$ cat src/ola_pkg.sv
// ----------------------------------------------------------------------------
// Overlap-add package
// Shared widths, register indexes, operation codes and the structs that pass
// between the front end, the back end and the top level.
// ----------------------------------------------------------------------------
package ola_pkg;

  localparam int MAX_FRAME_DEF   = 1024;
  localparam int MAX_OVERLAP_DEF = 16;

  localparam int SAMPLE_BITS = 24;
  localparam int OUT_BITS    = 28;
  localparam int OUT_TDATA_W = 32;

  localparam int FRAME_W = 11;
  localparam int OVL_W   = 5;
  localparam int HOP_W   = 10;
  localparam int SLOT_W  = 4;
  localparam int CNT_W   = 10;

  // Push position before reduction: slot * hop + push count.
  localparam int DIVIDEND_W = SLOT_W + HOP_W + 1;

  localparam int CFG_ADDR_W = 2;
  localparam int CFG_DATA_W = 11;

  localparam logic [CFG_ADDR_W-1:0] REG_FRAME_SIZE = 2'd0;
  localparam logic [CFG_ADDR_W-1:0] REG_OVERLAP    = 2'd1;
  localparam logic [CFG_ADDR_W-1:0] REG_HOP        = 2'd2;

  localparam logic [FRAME_W-1:0] FRAME_SIZE_RST = 11'd1024;
  localparam logic [OVL_W-1:0]   OVERLAP_RST    = 5'd4;
  localparam logic [HOP_W-1:0]   HOP_RST        = 10'd256;

  typedef enum logic {
    OP_PUSH = 1'b0,
    OP_TICK = 1'b1
  } op_t;

  typedef struct packed {
    op_t                           op;
    logic signed [SAMPLE_BITS-1:0] sample;
  } item_t;

  typedef struct packed {
    logic  valid;
    item_t item;
  } queue_head_t;

  typedef struct packed {
    logic ready;
    logic pop;
  } back_status_t;

  typedef struct packed {
    logic [FRAME_W-1:0] frame_size;
    logic [OVL_W-1:0]   overlap;
    logic [HOP_W-1:0]   hop;
  } cfg_t;

endpackage

$ cat src/ola_front.sv
// ----------------------------------------------------------------------------
// Overlap-add front end
// Accepts input requests, decodes the operation and queues them for the
// back end in a two-entry queue.
// ----------------------------------------------------------------------------
module ola_front import ola_pkg::*; (
  input  logic                   clk,
  input  logic                   rst_n,
  input  logic                   in_tvalid,
  output logic                   in_tready,
  input  logic [SAMPLE_BITS-1:0] in_tdata,   // [23:0] sample
  input  logic                   in_tuser,   // [0] operation
  output queue_head_t            head,
  input  back_status_t           status
);

  localparam int QUEUE_DEPTH = 2;
  localparam int PTR_W       = $clog2(QUEUE_DEPTH);
  localparam int CNT_QW      = $clog2(QUEUE_DEPTH + 1);

  item_t              entry_r [QUEUE_DEPTH];
  logic [PTR_W-1:0]   wr_ptr_r, rd_ptr_r;
  logic [CNT_QW-1:0]  count_r, count_nxt;
  item_t              in_item;
  logic               accept;

  // Classify the incoming request.
  assign in_item.op     = op_t'(in_tuser);
  assign in_item.sample = signed'(in_tdata);

  assign in_tready = status.ready && (count_r != CNT_QW'(QUEUE_DEPTH));
  assign accept    = in_tvalid && in_tready;

  assign head.valid = (count_r != '0);
  assign head.item  = entry_r[rd_ptr_r];

  always_comb begin
    count_nxt = count_r;
    if (accept && !status.pop) begin
      count_nxt = count_r + CNT_QW'(1);
    end else if (!accept && status.pop) begin
      count_nxt = count_r - CNT_QW'(1);
    end
  end

  always_ff @(posedge clk) begin
    if (accept) begin
      entry_r[wr_ptr_r] <= in_item;
    end
  end

  always_ff @(posedge clk) begin
    if (!rst_n) begin
      wr_ptr_r <= '0;
      rd_ptr_r <= '0;
      count_r  <= '0;
    end else begin
      count_r <= count_nxt;
      if (accept) begin
        wr_ptr_r <= (wr_ptr_r == PTR_W'(QUEUE_DEPTH - 1)) ? '0 : wr_ptr_r + PTR_W'(1);
      end
      if (status.pop) begin
        rd_ptr_r <= (rd_ptr_r == PTR_W'(QUEUE_DEPTH - 1)) ? '0 : rd_ptr_r + PTR_W'(1);
      end
    end
  end

endmodule

$ cat config.mk
export PLATFORM = sky130hd
export DESIGN_NAME = ola_front
export DESIGN_NICKNAME = d
export VERILOG_FILES = /design/src/ola_pkg.sv /design/src/ola_front.sv
export SDC_FILE = /design/constraint.sdc
export NUM_CORES = 1
export LEC_CHECK = 0
export ABC_AREA = 1
export BUFFER_PORTS_ARGS = -buffer_cell sky130_fd_sc_hd__buf_4
export CAP_MARGIN = 20
export CORE_MARGIN = 3
export CORE_UTILIZATION = 51
export DETAILED_ROUTE_END_ITERATION = 10
export HOLD_SLACK_MARGIN = 0.08
export PLACE_DENSITY = 0.78
export SLEW_MARGIN = 20
export SYNTH_ARGS = -nofsm -noshare
export SYNTH_HDL_FRONTEND = slang
export SYNTH_SLANG_ARGS = --single-unit
$ cat constraint.sdc
create_clock -name clk -period 2.6 [get_ports clk]
set_input_delay 0.13 -clock clk [delete_from_list [all_inputs] [get_ports clk]]
set_output_delay 0.13 -clock clk [all_outputs]
set_load 0.01 [all_outputs]
# --- Word level (Yosys, flattened, before mapping) ---
# Memories as Yosys holds them, arrays and structs flattened. A register that Yosys moved wholly into a read port is not among the register bits.
# Cells that the tools add are included.
op_classes:
  n_addsub: 4
  reduce_logical: 8
  eq_ne: 1
  mux: 8
op_table:
  columns: ["op", "count"]
  rows:
  - ["$mux W1", 6]
  - ["$logic_and A1 B1 Y1", 4]
  - ["$mux W2", 2]
  - ["$reduce_bool A2 Y1", 2]
  - ["$add A1 B1 Y1 const B", 2]
  - ["$add A2 B1 Y2 const B", 1]
  - ["$logic_not A1 Y1", 2]
  - ["$ne A2 B2 Y1 const B", 1]
  - ["$sub A2 B1 Y2 const B", 1]
totals:
  ram_bits: 50
  register_bits: 4
  in_bits: 30
  n_memories: 1
  elab_cells: 25
mem_list:
  columns: ["name", "words", "width", "rd", "rd_clocked_by_memory_dff", "wr", "line", "rtl"]
  rows:
  - ["entry_r", 2, 25, 1, 1, 1, "ola_front.sv:21", "item_t entry_r [QUEUE_DEPTH];"]

# --- Depth between registers and ports, before layout ---
# Gate-level depths: netlist of the first run.
logic_depth:
  word_depth: 7
  ltp_mapped: 11

# --- Worst setup path before layout of the first run ---
# No wires, ideal clock.
synth_path:
  kind: "reg-to-reg"
  start: "register count_r[0]"
  end: "memory entry_r[0][0] (netlist name) (enable)"
  required_ns: 2.193
  t_arrival_ns: 1.633
  period_less_slack_ns: 2.040
  n_path_buf: 0
  slack_ns: 0.560
  stages_incl_launch_ff: 5
  path_cell_list: "dfxtp_1 inv_1 nand2_1 nand3_1 nor2_1"
synth_between:
  elab_chain_len: 5
synth_lines:
  columns: ["item", "line", "rtl"]
  rows:
  - ["start, declared", "ola_front.sv:23", "logic [CNT_QW-1:0] count_r, count_nxt;"]
  - ["start signal, assigned", "ola_front.sv:58", "count_r <= count_nxt;"]
  - ["$ne A2 B2 Y1", "ola_front.sv:31", "assign in_tready = status.ready && (count_r != CNT_QW'(QUEUE_DEPTH));"]
  - ["$logic_and A1 B1 Y1", "ola_front.sv:31", null]
  - ["$logic_and A1 B1 Y1", "ola_front.sv:32", "assign accept = in_tvalid && in_tready;"]
  - ["$mux W1", "ola_front.sv:47", "if (accept) begin"]
  - ["$mux W1 (not written as such)", "ola_front.sv:48", "entry_r[wr_ptr_r] <= in_item;"]
  - ["end, declared", "ola_front.sv:21", null]
# No other way between the ends.

==> flow_summary.ini, run 1 <==
[final_layout]
layout-drive-gt1-share_pct = 44.44
stdcell_count = 257
design_area_um2 = 3009
synthToLayoutAreaGrowth_pct = 39.34
layout_common_cells = 59 x buf_4, 50 x edfxtp_1, 26 x dlygate4sd3_1
layout_commonest_cell = buf_4
n_antenna_cell = 0
nNetsFinal = 237

[clocking]
insertion_delay_ns = 0.30
cts_buffers = 5
cts.sinks = 55
path_clk_slew_ns = 0.08
clockRootBuffer = clkbuf_8
cts_tree = done
cts_resized = 0
clockBufferDepth = 2
cts.htree.levels = 2
post_cts.repair.setup_buffers = 0

[timing]
tns_ns = 0
fmax_ghz = 0.5404
whs_ns = 0.09575
clock_skew_ns = 0.003739
period_share_pct = 71.18
setup_ws_ns = 0.7494
setup_violations = 0
rsz0062_at_grt = false
slew_headroom_pct = 70.47
period_needed_ns = 1.851
final_hold_viol_count = 0
slew_violations = 0
worstMarginPinSlew_ns = 0.4425

[place]
dpl_cell_area_um2 = 2616
place_inst = 223
port_buffers = 56
dp_slack_ns = 0.9455
hpwl_mm = 2.627
gp_congestion = 0.7424

[setup_path]
crit_top_cell = buf_4
crit_fanout = 18
crit_type = flip-flop to primary output
r2r_slack_ns = 0.96
end_kind = primary output
timing.rr.start = count_r[0]
crit_chain = buf_4, mux2_4, buf_4
crit_arrival_ns = 1.72
cp_slowest_cell = dfxtp_1
r2r_cells = 5
critPathMaxStageDelay_ns = 0.54
timing.rr.end = entry_r[1][12]
cp.required_ns = 2.47
critPathCapture = head[22]
start_kind = flip-flop

[pwr]
pwr-share-clk_pct = 32.9
switching_share_pct = 19.44
p_int_uw = 1548
power_density_nw_per_um2 = 638.4
p_switching_uw = 373.4
p_leak_uw = 0.001238
seq_power_share_pct = 53.2
power_frac_comb_pct = 13.8
max-vdd-ir-drop_mv = 0.4406

[routing]
dr_total_vias = 1248
firstDrtPassIters = 4
viasPerCell = 4.856
drc = 0
drt_iter0_markers = 57
drtAntennaViolNets = 0
wl_per_cell_um = 14.59
routed_wl_mm = 3.749

[outcome]
status = complete, no violations

[worst_hold_path]
hold_path.class = primary input to flip-flop
worstHoldPathCells = 3

[logic_synthesis]
synthCells = 117
synth_nets = 148
ys_seq_elements = 55
synth.distinct_cells = 15
synth.avg_cell_area_um2 = 18.46
yosys_warnings = 0
syn_area_um2 = 2160
ys_seq_area_share_pct = 74.16

[floorplanning]
core_um2 = 4029
rows = 23
fp.dieArea_um2 = 5051
io-pin-count = 57
die_h_um = 71.07
start_util_pct = 53.60
dieWidth_um = 71.07

[job]
max_cap_viol_count = 0

[global_routing]
grt_start_max_net_pins = 20
grt_pass1_vias = 1298
grt_pass1_wl_mm = 5.913
grt.overflow.total = 0
grt_util_all_layers_pct = 15.60
antenna_found_initial = 0
## cell usage after synthesis
library cell | count | area share (%)
inv_1 | 10 | 1.7
dfxtp_1 | 5 | 4.6
mux2_2 | 5 | 2.6
buf_6 | 1 | 0.52
edfxtp_1 | 50 | 70
o21ai_0 | 1 | 0.23
a21oi_1 | 1 | 0.23
ha_1 | 1 | 0.58
nor2_1 | 6 | 1.0
nand3_1 | 2 | 0.46
mux2_4 | 20 | 14
buf_12 | 2 | 1.9
nand2_1 | 10 | 1.7
nand4_1 | 2 | 0.58
a21boi_0 | 1 | 0.35
## flip-flops by register name, indices dropped and copies added, names as in the netlist, named ones only
signal    count
count_r       2
rd_ptr_r      1
entry_r      50
wr_ptr_r      1
## how the worst min path moves through the flow
stage                 startpoint        endpoint  slack, ns
global placement    in_tdata[11]  entry_r[1][11]       0.32
floorplan            in_tdata[0]   entry_r[0][0]       0.23
detailed placement  in_tdata[14]  entry_r[0][14]       0.32
global route           status[0]       flip-flop        0.1
CTS                    status[0]       flip-flop       0.09
finish                 status[0]       flip-flop        0.1
## logic make-up after synthesis
| logic type | synth area share (%) |
|---|---|
| AOI/OAI and AO/OA | 0.8108 |
| adders and majority gates | 0.5793 |
| buffers and inverters | 4.114 |
| DFF | 74.16 |
| muxes | 16.51 |
| and+or+nand+nor | 3.824 |
## power by group through the flow
stage	sequential, µW	clock [µW]	combinational [µW]
after CTS	1020	642	269
after detailed placement	1040	0	237
after floorplan	1040	0	136
after global placement	1040	0	228
after global routing	1030	686	286
final	1020	633	266
## layout make-up
type	instances	area, µm²
Multi-Input combinational cell	49	471.7
Timing Repair Buffer	85	703.2
Clock buffer	6	72.57
Sequential cell	55	1602
Inverter	10	37.54
Tap cell	50	62.56
Fill cell	257	1020
Clock inverter	2	60.06
## through the flow
stage | util, % | total power (µW)
floorplan | - | 1173
global placement | 64.94 | 1269
detailed placement | 64.94 | 1281
CTS | 74.69 | 1935
global route | 74.69 | 1999
finish | 74.69 | 1921
## repair_timing
action	CTS	global route
hold buffers	26	0
endpoints found under the hold margin	51	0
endpoints found under the setup margin	0	0
## critical path, delay by kind of cell (launching register included)
family / cells / cell delay, ns
flops: 1 / 0.54
buf+inv: 2 / 0.54
mux: 1 / 0.34
## routing by layer
metal | GRT usage [%] | routed length, µm | vias up
met5 | 0 | 0 | -
met4 | 6.263 | 72 | 0
met3 | 4.972 | 254 | 6
met2 | 28.73 | 2090 | 46
met1 | 16.31 | 1331 | 595
li1 | - | - | 601
Note: power is estimated with default switching activity, not from simulation.
==> run 2, diff against run 1 <==
CORE_UTILIZATION = 46   (was 51)
PLACE_DENSITY = 0.74   (was 0.78)
clock period = 1.6 ns   (was 2.6 ns; I/O delays follow)
==> flow_summary.ini, run 2 (synthesized netlist as in run 1, its figures left out) <==
[setup_path]
timing.rr.end = count_r[1]
crit_fanout = 13
timing.rr.start = count_r[0]
cp.required_ns = 1.52
crit_arrival_ns = 1.40
end_kind = primary output
r2r_cells = 10
r2r_slack_ns = 0.13
critPathCapture = head[10]
start_kind = flip-flop
crit_type = flip-flop to primary output

[floorplanning]
rows = 24
io-pin-count = 57
start_util_pct = 48.59
dieWidth_um = 74.52
fp.dieArea_um2 = 5553
core_um2 = 4444
die_h_um = 74.52

[routing]
wl_per_cell_um = 14.44
drt_iter0_markers = 78
viasPerCell = 4.769
top_layer = met4
routed_wl_mm = 3.813
drc = 0
wl_met2_mm = 2.142
met3_length_um = 167
firstDrtPassIters = 6
dr_total_vias = 1259
drtAntennaViolNets = 0
wirelength_met1_mm = 1.423

[final_layout]
largest_reg_flops = 50
post-route-util_pct = 68.30
layout-drive-gt1-share_pct = 45.75
regMostFlops = entry_r
n_antenna_cell = 0
reg_top3 = entry_r (50), count_r (2)
layout_commonest_cell = buf_4
layout_common_cells = 62 x buf_4, 50 x edfxtp_1, 28 x dlygate4sd3_1
nNetsFinal = 242
synthToLayoutAreaGrowth_pct = 40.56

[pwr]
max-vdd-ir-drop_mv = 0.5753
p_leak_uw = 0.001251
power_density_nw_per_um2 = 954.9

[timing]
fmax_ghz = 0.6760
worstMarginPinSlew_ns = 0.2336
clock_skew_ns = 0.003961
tns_ns = 0
rsz0062_at_grt = false
setup_violations = 0
slew_headroom_pct = 84.43
final_hold_viol_count = 0
slew_violations = 0
period_share_pct = 92.46
period_needed_ns = 1.479

[job]
max_cap_viol_count = 0

[clocking]
clockBufferDepth = 2
cts.sinks = 55
path_clk_slew_ns = 0.08
cts_buffers = 5
clockRootBuffer = clkbuf_8
cts_tree = done
cts.htree.levels = 2
post_cts.repair.setup_buffers = 0
insertion_delay_ns = 0.29

[place]
gp_congestion = 0.6736
port_buffers = 56
hpwl_mm = 2.728

[worst_hold_path]
hold_path.class = primary input to flip-flop

[outcome]
status = complete, no violations

[global_routing]
grt_start_max_net_pins = 17
antenna_found_initial = 0
grt_pass1_wl_mm = 5.678
grt_util_all_layers_pct = 14.11
grt.overflow.total = 0
grt_pass1_vias = 1289
run 2: final cells by class:
| type | count | area (µm²) |
|---|---|---|
| inverters | 10 | 37.54 |
| clock buffers | 7 | 96.34 |
| clock inverters | 1 | 7.507 |
| fillers | 310 | 1409 |
| multi-input cells | 49 | 481.7 |
| well taps | 52 | 65.06 |
| repair buffers | 90 | 745.7 |
| flip-flops and latches | 55 | 1602 |
run 2: repair_timing:
item | in CTS | in global routing
endpoints found under the setup margin | 0 | 1
hold endpoints to repair | 55 | 0
hold buffers | 28 | 0
gates resized for setup | 0 | 1
run 2: worst min-delay path by stage:
stage	endpoint	slack, ns	start	cells after the start
6_report	wr_ptr_r	0.19	in_tvalid	4
5_1_grt	wr_ptr_r	0.18	in_tvalid	5
4_1_cts	wr_ptr_r	0.17	in_tvalid	4
3_5_place_dp	entry_r[1][22]	0.27	in_tdata[22]	1
3_3_place_gp	entry_r[0][21]	0.27	in_tdata[21]	1
2_1_floorplan	entry_r[0][0]	0.18	in_tdata[0]	0
run 2: report_power, final:
part           switching [µW]  leakage [µW]  internal (µW)
Sequential               23.8      0.000499           1640
Clock                     393     0.0000505            394
Combinational             187      0.000701            265
Total                     604       0.00125           2290
run 2: metrics by stage:
step / instances / power, µW / hold slack, ns / worst slack [ns] / cell area (µm²)
finish: 264 / 2899 / 0.1899 / 0.1206 / 3035
global route: 264 / 3036 / 0.1808 / 0.02488 / 3035
CTS: 264 / 2925 / 0.1699 / 0.07685 / 3030
detailed placement: 228 / 2092 / 0.2680 / 0.09689 / 2646
global placement: 228 / 2070 / 0.2651 / 0.2674 / 2646
floorplan: 117 / 1909 / 0.1789 / 0.1570 / 2167
run 2: layer usage:
metal  vias to the layer above  global-route usage [%]
met5                         -                       0
met3                         8                   3.378
met2                        38                   26.54
met4                         0                   6.522
met1                       598                   14.62
li1                        615                       -
run 2: critical path, stage by stage (launching register included):
cell	delay [ns]
dfxtp_1	0.34
buf_4	0.26
mux2_2	0.36
buf_4	0.14
